[config.mk]
export PLATFORM = sky130hd
export DESIGN_NAME = ppct_ctrl
export DESIGN_NICKNAME = d
export VERILOG_FILES = /design/src/design/ppct_pkg.sv /design/src/design/ppct_ctrl.sv
export SDC_FILE = /design/constraint.sdc
export NUM_CORES = 1
export LEC_CHECK = 0
export BUFFER_PORTS_ARGS = -buffer_cell sky130_fd_sc_hd__buf_2
export CAP_MARGIN = 5
export CORE_AREA = 2 2 39 41
export DETAILED_ROUTE_END_ITERATION = 16
export DIE_AREA = 0 0 41 43
export GPL_ROUTABILITY_DRIVEN = 0
export SLEW_MARGIN = 20
export SYNTH_ARGS = -nofsm -noshare
export SYNTH_HDL_FRONTEND = slang
export SYNTH_SLANG_ARGS = --single-unit
[constraint.sdc]
create_clock -name clk -period 2 [get_ports clk]
set_clock_uncertainty 0.2 [all_clocks]
set_input_delay 0.3 -clock clk [delete_from_list [all_inputs] [get_ports clk]]
set_output_delay 0.3 -clock clk [all_outputs]
set_load 0.03 [all_outputs]
[src/design/ppct_pkg.sv]
`timescale 1ns / 1ps
// ----------------------------------------------------------------------------
// ppct_pkg
// Shared types, constants and codes of the pulse peak CFD timer.
// ----------------------------------------------------------------------------
package ppct_pkg;
	localparam int RECORD_LEN_DEF  = 4096;
	localparam int RAW_W_DEF       = 16;
	localparam int FRAC_BITS_DEF   = 8;

	localparam int THR_W  = 15;
	localparam int CF_W   = 8;
	localparam int AMP_W  = 15;
	localparam int IDX_W  = 12;
	localparam int TIME_W = 20;
	localparam int CFG_IDX_W  = 2;
	localparam int CFG_DATA_W = 15;

	localparam logic [CFG_IDX_W-1:0] REG_THRESHOLD   = 2'd0;
	localparam logic [CFG_IDX_W-1:0] REG_CF_FRACTION = 2'd1;
	localparam logic [CFG_IDX_W-1:0] REG_CLAMP_LIMIT = 2'd2;

	localparam logic [THR_W-1:0] THRESHOLD_RST = 15'd100;
	localparam logic [CF_W-1:0]  CF_RST        = 8'd128;
	localparam logic [THR_W-1:0] CLAMP_RST     = 15'd9000;

	typedef enum logic [2:0] {
		ST_IDLE,
		ST_RD,
		ST_CMP,
		ST_RD_NEXT,
		ST_DIV,
		ST_OUT
	} state_t;

	// controller -> datapath
	typedef struct packed {
		logic take;      // accept sample
		logic start;     // begin a search (latch run)
		logic rd_cur;    // read store at search pointer
		logic step;      // decrement search pointer
		logic rd_next;   // read store at pointer + 1
		logic div_start;
		logic no_hit;    // finish without crossing
		logic emit;      // load output register
	} ctrl_t;

	// datapath -> controller
	typedef struct packed {
		logic need_result;  // accepted sample closes a run
		logic ptr_zero;
		logic below;        // current value below level
		logic div_done;
		logic out_busy;
	} stat_t;
endpackage

[src/design/ppct_ctrl.sv]
`timescale 1ns / 1ps
// ----------------------------------------------------------------------------
// ppct_ctrl
// Sequencer: sample intake, backward search, interpolation divide, output.
// ----------------------------------------------------------------------------
module ppct_ctrl (
	input  logic           clk,
	input  logic           arst_n,
	input  logic           in_valid,
	output logic           in_ready,
	input  ppct_pkg::stat_t st,
	output ppct_pkg::ctrl_t cmd
);
	import ppct_pkg::*;

	state_t state_q, state_nxt;

	always_ff @(posedge clk or negedge arst_n) begin
		if (!arst_n) state_q <= ST_IDLE;
		else state_q <= state_nxt;
	end

	always_comb begin
		state_nxt = state_q;
		case (state_q)
			ST_IDLE: begin
				if (in_valid && st.need_result) state_nxt = ST_RD;
			end
			ST_RD: state_nxt = ST_CMP;
			ST_CMP: begin
				if (st.below) state_nxt = ST_RD_NEXT;
				else if (st.ptr_zero) state_nxt = ST_OUT;
				else state_nxt = ST_RD;
			end
			ST_RD_NEXT: state_nxt = ST_DIV;
			ST_DIV: begin
				if (st.div_done) state_nxt = ST_OUT;
			end
			ST_OUT: begin
				if (!st.out_busy) state_nxt = ST_IDLE;
			end
			default: state_nxt = ST_IDLE;
		endcase
	end

	// a pending result holds the controller in ST_OUT, which blocks the intake as well
	always_comb begin
		cmd      = '0;
		in_ready = 1'b0;
		case (state_q)
			ST_IDLE: begin
				in_ready  = 1'b1;
				cmd.take  = in_valid;
				cmd.start = in_valid && st.need_result;
			end
			ST_RD: cmd.rd_cur = 1'b1;
			ST_CMP: begin
				cmd.step    = !st.below && !st.ptr_zero;
				cmd.rd_next = st.below;
				cmd.no_hit  = !st.below && st.ptr_zero;
			end
			ST_RD_NEXT: cmd.div_start = 1'b1;
			ST_OUT: cmd.emit = !st.out_busy;
			default: ;
		endcase
	end

	assert property (@(posedge clk) disable iff (!arst_n)
		state_q == ST_DIV |=> state_q == ST_DIV || state_q == ST_OUT)
		else $error("divide left to wrong state");
	assert property (@(posedge clk) disable iff (!arst_n)
		cmd.step |-> !st.ptr_zero)
		else $error("search stepped past index zero");
	assert property (@(posedge clk) disable iff (!arst_n)
		in_ready |-> state_q == ST_IDLE)
		else $error("sample taken during search");
endmodule

# Yosys cells after proc, flatten, opt, wreduce, memory -nomap -nowiden
# Cells that the tools add are included.
# classes
eq_ne,8
n_mux,13
reduce_logical,8
# ops
op,n
$pmux 3 s6,1
$mux 3,5
$eq 3x2->1 const B,2
$eq 3x3->1 const B,2
$ne 2x2->1 const B,3
$mux 1,5
$mux 2,2
$eq 3x1->1 const B,1
$logic_and 1x1->1,3
$logic_not 1->1,3
$logic_not 3->1,1
$reduce_and 3->1,1
# totals
regBits,3
inputBits,8
out_inout_bits,9
elab_cells,30

# Depth between registers and ports, before layout
# Gate-level depths: netlist (run 1).
# logic_depth
depth_word,3
mapped_depth,3
mapped_depth_nobuf,3

# Least setup slack after synthesis (run 1)
# OpenSTA, ideal clock, no wires.
# synth_timing
path_type,reg2out
startpoint,register state_q[1]
endpoint,output cmd[6] (netlist name)
arrival_time_ps,1235
required_time_ps,1500
setup_slack_ps,265
stages_incl_launch_ff,4
path_buffers,1
path_cell_list,dfrtp_1 > buf_6 > nor3_4 > and3_1
# synth_rtl
item,line_no,text
from (decl),ppct_ctrl.sv:16,"state_t state_q, state_nxt;"
from (signal assigned),ppct_ctrl.sv:20,else state_q <= state_nxt;
to (decl),ppct_ctrl.sv:12,output ppct_pkg::ctrl_t cmd

==> summary.md, run 1 <==
| Metric | Value |
|---|---|
| Largest reg by FF count | `state_q` |
| NetSw | `0.000286 W` |
| Pleak | `0.197 nW` |
| Area grow syn2layout | `39.7%` |
| Syn Std Cell Area | `274 sq um` |
| Initial drt markers | `0` |
| Final Power | `0.000580 W` |
| Reg2Reg Launch Point | `state_q[0]$_DFFE_PN0P_` |
| Post-synth EDFFs | `0` |
| Hold Path Stages | `3` |
| Reg clk slew, reported paths | `40 ps` |
| Syn Area/Cell | `9.45 sq um` |
| Layout cell share with drive strength beyond 1 | `53.2%` |
| Seq/Total Area, Yosys | `27.4%` |
| Status | `finished, final reports clean` |
| Cells after DPL | `58` |
| # hold bufs at CTS | `1` |
| TritonCTS buffer count | `3` |
| Total gr overflow | `0` |
| Non-filler cells, final | `63` |
| Crit path arrival time | `1350 ps` |
| R2R Setup Slk | `800 ps` |
| HP Start | `st[2]` |
| PD cells | `1510 mW/mm^2` |
| Post-synth top cells | `a21oi_1 (3), dfrtp_1 (3), nor2_1 (3)` |
| Max cap viols | `0` |
| Total number of vias | `268` |
| Synth Warn # | `0` |
| Synth unique cells | `22` |
| R2R Path End | `state_q[0]$_DFFE_PN0P_` |
| CTS resizes | `0` |
| Post-DP HPWL | `439 um` |
| Critical setup path kind | `register to output port` |
| Die Area | `0.00176 sq mm` |
| Total wire length | `580 um` |
| Rows | `14` |
| Clk network pwr share | `18.4%` |
| DR DRC count | `0` |
| Post-layout util | `27.7%` |
| Max Slew Vio Count | `0` |
| Initial antenna violation count | `0` |
| Worst slew pin tran | `362 ps` |
| Tot GR Track Use | `8.27%` |
| Sum Neg Setup Slack | `0 ps` |
| Flop pwr share | `28.2%` |
| Final setup vio count | `0` |
| Via/cell ratio | `4.25` |
| Unrepaired setup endpoints after global routing | `no` |
| Gate power share | `53.4%` |
| Crit path capture type | `output port` |
| Worst slew margin | `75.9%` |
| VDD IR-drop max | `0.469 mV` |
| Post-CTS setup buffers | `0` |
| Clock latency on the worst-skew pair | `230 ps` |
| Required time worst endpoint | `1500 ps` |
| Antenna cell count | `0` |
| Antenna-violating nets left | `0` |
| Largest cells by area after synthesis | `dfrtp_1 (27%), buf_6 (8.2%), nor3_4 (5.9%)` |
| Fmax | `0.541 GHz` |
| Top Registers | `state_q: 3 flops` |
| Die Ht | `43 um` |
| Fin nets | `56` |
| H-tree Lvls | `1` |
| Initial DRT Pass Iterations | `1` |
| First-pass GRT wire length | `910 um` |
| Worst hold path class | `input pin to register` |
| Hold path endpoint | `state_q[1]$_DFFE_PN0P_` |
| Asr flop ratio synth | `100%` |
| Root Buffer | `clkbuf_4` |
| Fin crit share | `92.4%` |
| Fillers | `162` |
| Syn Nets | `37` |
| Primary FF master, synth | `dfrtp_1` |
| Worst-path maximum fanout | `9` |
| Seq cells post-synth | `3` |
| Vias in the first global route | `235` |
| Initial core utilization | `19.8%` |
| Wire per inst | `9.21 um` |
| Sw Ratio | `49.3%` |
| IO Count | `17` |
| Reg2Reg Depth | `2` |
| Setup crit start kind | `register` |
| Internal | `0.000294 W` |
| Synth top area share | `27.4%` |
| Cells after synthesis | `29` |
| Largest net degree at the start of global routing | `11` |
| Clk buf depth | `2` |
| CTS tree | `done` |
| Clock Sinks | `3` |
| Core area | `0.00138 sq mm` |
| Critical path origin | `state_q[0]$_DFFE_PN0P_` |
| Min cycle time layout | `1850 ps` |
| Final Hold Fails | `0` |
| Port buffer count | `16` |
| Max reg flops | `3` |
| Yosys top cell by area | `dfrtp_1` |
| Die width | `41 um` |
==> logic make-up (layout without fill, tap and decap cells) <==
family / Yosys count / in the layout / share of synthesized area, %
compound gates: 5 / 5 / 11.0
simple gates: 16 / 16 / 46.6
buf+inv: 4 / 22 / 11.4
mux: 1 / 1 / 3.65
flops: 3 / 3 / 27.4
==> layout make-up <==
| cell class | count | area (sq um) | area share [%] |
|---|---|---|---|
| Inverter | 1 | 3.75 | 0.980 |
| Clock buffer | 4 | 26.3 | 6.86 |
| Sequential cell | 3 | 75.1 | 19.6 |
| Tap cell | 16 | 20.0 | 5.23 |
| Multi-Input combinational cell | 22 | 168 | 43.8 |
| Timing Repair Buffer | 17 | 90.1 | 23.5 |
==> critical path, stage by stage (launching register included) <==
cell	delay [ps]
dfrtp_1	490
nor2_1	200
and4_2	230
buf_2	190
==> layout by cell type, fill, tap and decap left out, drive strengths merged <==
master	synthesis	routed
buf	3	16
clkbuf	0	4
nor2	3	3
a21oi	3	3
dfrtp	3	3
nand2b	2	2
and3	2	2
nor3	1	1
inv	1	1
and4	1	1
nand2	1	1
and4bb	1	1
nor3b	1	1
and2	1	1
nand3b	1	1
nor2b	1	1
or2b	1	1
o22ai	1	1
mux2i	1	1
o32ai	1	1
dlygate4sd3	0	1
==> power groups by stage <==
stage               Combinational (W)  Sequential, W  Clock, W
global route                 0.000337       0.000178  0.000111
detailed placement           0.000311       0.000166         0
floorplan                    0.000342      0.0000965         0
finish                       0.000309       0.000164  0.000107
global placement             0.000308       0.000166         0
CTS                          0.000313       0.000167  0.000112
==> metrics by stage <==
step	setup slack, ps	cell area (sq um)	hold slack [ps]
6_report	153	383	166
5_1_grt	86.0	383	195
4_1_cts	139	383	164
3_5_place_dp	401	347	-104
3_3_place_gp	419	347	-104
2_1_floorplan	265	274	-196
==> how the worst max path moves through the flow <==
| stage | endpoint | slack [ps] | depth (start not counted) |
|---|---|---|---|
| final | cmd[1] | 150 | 3 |
| after global routing | cmd[1] | 90 | 3 |
| after CTS | cmd[1] | 140 | 3 |
| after detailed placement | cmd[4] | 400 | 3 |
| after global placement | cmd[1] | 420 | 3 |
| after floorplan | cmd[6] | 270 | 3 |
==> routing by layer <==
layer | track usage, % | up-vias | part of all wire (%)
met1 | 9.77 | 112 | 43
met4 | 8.00 | 0 | 2.6
li1 | - | 138 | -
met3 | 3.14 | 2 | 12
met5 | 0 | - | 0
met2 | 10.6 | 16 | 42
Note: power is estimated with default switching activity, not from simulation.
==> run 2: changes to the inputs <==
Settings changed: BUFFER_PORTS_ARGS -buffer_cell sky130_fd_sc_hd__buf_2 to not set, DONT_BUFFER_PORTS set to 1, PLACE_DENSITY_LB_ADDON set to 0.25.
==> run 2 against run 1 <==
  * Clock-buffer cell count is the same
  * Die area did not move
  * Routed wire length down 9.5%
  * Critical path depth is 1 lower
  * Global-route usage is 0.40 points lower
  * Register-to-register slack is essentially flat
  * Utilization shrank 3.6 points
  * Setup slack better by 26 ps
  * Cell area fell by 13%
  * Largest cell class unchanged
==> summary.md, run 2 (same netlist as run 1, synthesis figures left out) <==
| Metric | Value |
|---|---|
| Clk buf depth | `2 (unchanged)` |
| Clock latency on the worst-skew pair | `240 ps (about the same)` |
| TritonCTS buffer count | `3 (unchanged)` |
| Worst slew pin tran | `364 ps (+1.67 ps)` |
| Total number of vias | `226 (-16%)` |
| Top Registers | `state_q: 3 flops` |
| Non-filler cells, final | `51 (-19%)` |
| Sum Neg Setup Slack | `0 ps (unchanged)` |
| Buffers and inverters on the worst path | `0 (-1)` |
| Root Buffer | `clkbuf_4` |
| Initial drt markers | `3 (+3)` |
| Fillers | `154 (-4.9%)` |
| Fin worst setup slack | `178 ps (+25.5 ps)` |
| Worst-path maximum fanout | `9 (unchanged)` |
| Cells after DPL | `46 (-21%)` |
| Worst Setup EP | `cmd[6]` |
| Initial DRT Pass Iterations | `4 (+3)` |
| Die Area | `0.00176 sq mm (unchanged)` |
| Die Ht | `43 um (unchanged)` |
| Fmax | `0.549 GHz (+1.4%)` |
| Final Power | `0.000580 W (about the same)` |
| Critical path origin | `state_q[0]$_DFFE_PN0P_` |
| Place WS | `417 ps (+15.4 ps)` |
| Required time worst endpoint | `1500 ps (about the same)` |
| Layout cell share with drive strength beyond 1 | `37.1% (-16 points)` |
| Port buffer count | `0 (-16)` |
| Pleak | `0.144 nW (-27%)` |
| Via/cell ratio | `4.43 (+4.2%)` |
| WL met2 | `244 um (-0.41%)` |
| PD cells | `1740 mW/mm^2 (+15%)` |
| Most frequent cells in the layout | `buf_4 (4), nor2_1 (3), a21oi_1 (3), clkbuf_4 (3), dfrtp_1 (3)` |
| Vias in the first global route | `215 (-8.5%)` |
| Footprint of the multi-input gates | `168 sq um (unchanged)` |
| Unrepaired setup endpoints after global routing | `no` |
| Area grow syn2layout | `21.5%` |
| Tot GR Track Use | `7.87% (-0.40 points)` |
| Antenna cell count | `0 (unchanged)` |
| R2R Path End | `state_q[0]$_DFFE_PN0P_` |
| Fin nets | `44 (-21%)` |
| DR DRC count | `0 (unchanged)` |
| Commonest non-fill, non-tap cell in the layout | `buf_4` |
| Clock Sinks | `3 (unchanged)` |
| Reg2Reg Launch Point | `state_q[0]$_DFFE_PN0P_` |
| Status | `finished, final reports clean` |
| Critical setup path kind | `register to output port` |
| Fin crit share | `91.1% (-1.3 points)` |
| Final setup vio count | `0 (unchanged)` |
| Critical path cell sequence | `nor3_4 > and3_1` |
| Max reg flops | `3 (unchanged)` |
| Crit path capture type | `output port` |
| Die width | `41 um (unchanged)` |
| Reg area | `75.1 sq um (unchanged)` |
| Crit path depth | `2 (-1)` |
| First-pass GRT wire length | `848 um (-6.8%)` |
| Antenna-violating nets left | `0 (unchanged)` |
| Initial core utilization | `19.8% (unchanged)` |
| Largest reg by FF count | `state_q` |
| Met3 WL post-DR | `40 um (-43%)` |
| Max cap viols | `0 (unchanged)` |
| IO Count | `17 (unchanged)` |
| Max Slew Vio Count | `0 (unchanged)` |
| Min cycle time layout | `1820 ps (-25.5 ps)` |
| H-tree Lvls | `1 (unchanged)` |
| Largest net degree at the start of global routing | `11 (unchanged)` |
| Wire per inst | `10.3 um (+12%)` |
| Total wire length | `525 um (-9.5%)` |
| Hold slack | `25.2 ps (-141 ps)` |
| Reg2Reg Depth | `2 (unchanged)` |
| Total gr overflow | `0 (unchanged)` |
| Setup crit start kind | `register` |
| Slowest-stage cell, CP | `dfrtp_1` |
| Max stage delay on crit path | `490 ps (about the same)` |
| Delay-heaviest family, CP | `simple AND/OR/NAND/NOR gates` |
| VDD IR-drop max | `0.402 mV (-14%)` |
| Reg clk slew, reported paths | `40 ps (about the same)` |
| Crit path arrival time | `1320 ps (-30 ps)` |
| Max Used Layer | `met4` |
| Core area | `0.00138 sq mm (unchanged)` |
| Rows | `14 (unchanged)` |
| R2R Setup Slk | `790 ps (about the same)` |
| Initial antenna violation count | `0 (unchanged)` |
| Met1 wire length | `226 um (-9.2%)` |
| CTS tree | `done` |
| Final Hold Fails | `0 (unchanged)` |
| Worst hold path class | `input pin to register` |
| Worst slew margin | `75.8% (-0.11 points)` |
## run 2: changes by cell type in the layout (fill, tap and decap cells not counted)
cell	previous run	this run
buf_2	16	0
buf_4	0	4
## run 2: layout make-up
class / count / share of cell area, %
Clock buffer: 4 / 7.89
Inverter: 1 / 1.13
Tap cell: 16 / 6.02
Sequential cell: 3 / 22.6
Timing Repair Buffer: 5 / 12.0
Multi-Input combinational cell: 22 / 50.4
## run 2: timing repair
action                                 4_1_cts  5_1_grt
setup buffers                                0        0
hold buffers                                 1        0
endpoints found under the hold margin        3        0
resized for setup                            0        0
## run 2: layer usage
metal	global-route usage [%]	vias up
met3	3.14	2
met2	8.75	13
li1	-	113
met1	9.48	98
met4	10.0	0
met5	0	-
## run 2: report_power, final
part           internal [W]  switching (W)
clock network     0.0000750      0.0000357
logic              0.000131       0.000173
registers         0.0000878      0.0000773
total              0.000294       0.000286
## run 2: metrics by stage
stage	cell area, sq um	utilization [%]
floorplan	274	-
global placement	297	21.4
detailed placement	297	21.4
CTS	333	24.1
global route	333	24.1
finish	333	24.1
## run 2: worst min path at each step
stage | from | slack (ps) | endpoint | cells after the start
2_1_floorplan | arst_n | -200 | state_q[0]$_DFFE_PN0P_ | 0
3_3_place_gp | arst_n | -200 | state_q[1]$_DFFE_PN0P_ | 0
3_5_place_dp | arst_n | -200 | state_q[1]$_DFFE_PN0P_ | 0
4_1_cts | st[2] | 30 | state_q[1]$_DFFE_PN0P_ | 2
5_1_grt | st[2] | 40 | state_q[1]$_DFFE_PN0P_ | 2
6_report | st[2] | 30 | state_q[1]$_DFFE_PN0P_ | 2
## run 2: worst reg2reg max path, cell delays in order (launching register included)
cell     delay (ps)
dfrtp_1         550
mux2i_1         230
o32ai_1         100
==> run 3: changes to the inputs <==
Settings changed: BUFFER_PORTS_ARGS set to -buffer_cell sky130_fd_sc_hd__buf_2, DONT_BUFFER_PORTS 1 to not set.
==> run 3 against run 2 <==
  * Fmax down 1.9%
  * Setup slack worse by 36 ps
  * Largest power group unchanged
  * Non-clock buffer count increased by 12
  * Clock power shrank 5%
  * Critical endpoint is now cmd[1]
  * Total power grew 1.4%
  * Final cell count up 24%
  * Sequential cell count did not move
  * Utilization is 3.6 points higher
  * Highest routed layer is now met3
  * Hold slack improved by 130 ps
  * Die area is the same
==> summary.md, run 3 (same netlist as run 1, synthesis figures left out) <==
| Metric | Value |
|---|---|
| Initial DRT Pass Iterations | `2 (-2)` |
| Status | `finished, final reports clean` |
| Largest net degree at the start of global routing | `11 (unchanged)` |
| Footprint of the multi-input gates | `168 sq um (unchanged)` |
| Port buffer count | `16 (+16)` |
| Rows | `14 (unchanged)` |
| Antenna cell count | `0 (unchanged)` |
| Final Hold Fails | `0 (unchanged)` |
| Worst slew pin tran | `375 ps (+11.7 ps)` |
| Fin crit share | `92.9% (+1.8 points)` |
| Worst slew margin | `75.0% (-0.78 points)` |
| Die width | `41 um (unchanged)` |
| Initial core utilization | `19.8% (unchanged)` |
| Critical setup path kind | `register to output port` |
| Reg area | `75.1 sq um (unchanged)` |
| R2R Setup Slk | `780 ps (about the same)` |
| Final setup vio count | `0 (unchanged)` |
| Reg clk slew, reported paths | `40 ps (about the same)` |
| Initial antenna violation count | `0 (unchanged)` |
| Buffers and inverters on the worst path | `1 (+1)` |
| Die Area | `0.00176 sq mm (unchanged)` |
| Crit path arrival time | `1360 ps (+40 ps)` |
| Place WS | `388 ps (-28.5 ps)` |
| Total wire length | `643 um (+22%)` |
| Die Ht | `43 um (unchanged)` |
| Min cycle time layout | `1860 ps (+36.2 ps)` |
| Via/cell ratio | `4.22 (-4.7%)` |
| Initial drt markers | `1 (-2)` |
| Fin nets | `56 (+27%)` |
| Setup crit start kind | `register` |
| Delay-heaviest family, CP | `flip-flops` |
| Final Instance Area | `383 sq um (+15%)` |
| Slowest-stage cell, CP | `dfrtp_1` |
| TritonCTS buffer count | `3 (unchanged)` |
| Crit path capture type | `output port` |
| Tot GR Track Use | `9.37% (+1.5 points)` |
| Commonest non-fill, non-tap cell in the layout | `buf_2` |
| Wire per inst | `10.2 um (-0.85%)` |
| Area grow syn2layout | `39.7%` |
| Reg2Reg Launch Point | `state_q[0]$_DFFE_PN0P_` |
| Fmax | `0.538 GHz (-1.9%)` |
| Top Registers | `state_q: 3 flops` |
| Crit path depth | `3 (+1)` |
| Vias in the first global route | `246 (+14%)` |
| Clock latency on the worst-skew pair | `230 ps (about the same)` |
| Root Buffer | `clkbuf_4` |
| Total number of vias | `266 (+18%)` |
| Worst hold path class | `input pin to register` |
| PD cells | `1540 mW/mm^2 (-12%)` |
| Max cap viols | `0 (unchanged)` |
| DR DRC count | `0 (unchanged)` |
| Reg2Reg Depth | `2 (unchanged)` |
| Max Slew Vio Count | `0 (unchanged)` |
| Fillers | `165 (+7.1%)` |
| HP Start | `st[1]` |
| Required time worst endpoint | `1500 ps (about the same)` |
| Fin worst setup slack | `142 ps (-36.2 ps)` |
| H-tree Lvls | `1 (unchanged)` |
| Largest reg by FF count | `state_q` |
| Sum Neg Setup Slack | `0 ps (unchanged)` |
| CTS tree | `done` |
| Worst Setup EP | `cmd[1]` |
| Critical path origin | `state_q[0]$_DFFE_PN0P_` |
| Max stage delay on crit path | `500 ps (about the same)` |
| Placed inst area | `347 sq um (+17%)` |
| Core area | `0.00138 sq mm (unchanged)` |
| First-pass GRT wire length | `1030 um (+21%)` |
| Most frequent cells in the layout | `buf_2 (16), nor2_1 (3), a21oi_1 (3), clkbuf_4 (3), dfrtp_1 (3)` |
| VDD IR-drop max | `0.306 mV (-24%)` |
| R2R Path End | `state_q[0]$_DFFE_PN0P_` |
| IO Count | `17 (unchanged)` |
| Post-layout util | `27.7% (+3.6 points)` |
| Clock Sinks | `3 (unchanged)` |
| Critical path cell sequence | `nor2_1 > and4_2 > buf_2` |
| Layout cell share with drive strength beyond 1 | `53.2% (+16 points)` |
| Max reg flops | `3 (unchanged)` |
| Unrepaired setup endpoints after global routing | `no` |
| CTS resizes | `0 (unchanged)` |
| Pleak | `0.197 nW (+37%)` |
| Worst-path maximum fanout | `9 (unchanged)` |
| Clk buf depth | `2 (unchanged)` |
| Antenna-violating nets left | `0 (unchanged)` |
| Total gr overflow | `0 (unchanged)` |
run 3: cell count changes in the layout (fill, tap and decap cells not counted), sizes merged:
cell	delta
buf	+12
run 3: per-layer routing:
layer / vias to the layer above / track usage (%) / part of all wire [%]
met5: - / 0 / 0
met4: 0 / 10.0 / 0
met3: 0 / 3.14 / 6.1
met2: 11 / 12.8 / 50
met1: 116 / 10.1 / 44
li1: 139 / - / -
run 3: layout make-up:
| type | instances | area share (%) |
|---|---|---|
| multi-input combinational | 22 | 43.8 |
| clock buffer | 4 | 6.86 |
| timing repair buffer | 17 | 23.5 |
| inverter | 1 | 0.980 |
| sequential | 3 | 19.6 |
| tap | 16 | 5.23 |
run 3: what timing repair did:
item | 4_1_cts | 5_1_grt
hold buffers | 1 | 0
buffers inserted | 0 | 0
endpoints found under the setup margin | 0 | 0
hold endpoints to repair | 3 | 0
run 3: report_power, final:
| group | internal [W] | total [W] | switching [W] |
|---|---|---|---|
| Clock | 0.0000748 | 0.000106 | 0.0000311 |
| Combinational | 0.000131 | 0.000314 | 0.000183 |
| Sequential | 0.0000877 | 0.000168 | 0.0000808 |
run 3: how the worst min path moves through the flow:
stage | to | slack, ps | cells after the start
after detailed placement | state_q[1]$_DFFE_PN0P_ | -100 | 1
final | state_q[0]$_DFFE_PN0P_ | 160 | 3
after global placement | state_q[1]$_DFFE_PN0P_ | -100 | 1
after CTS | state_q[0]$_DFFE_PN0P_ | 160 | 3
after floorplan | state_q[0]$_DFFE_PN0P_ | -200 | 0
after global routing | state_q[1]$_DFFE_PN0P_ | 170 | 3
run 3: metrics by stage:
stage	std cells	power [W]	hold slack (ps)
2_1_floorplan	29	0.000439	-196
3_3_place_gp	58	0.000484	-103
3_5_place_dp	58	0.000485	-102
4_1_cts	63	0.000597	161
5_1_grt	63	0.000646	168
6_report	63	0.000588	157
run 3: worst min-delay path, cell delays in order:
cell and delay, ps:
buf_2 80, mux2i_1 50, o32ai_1 110
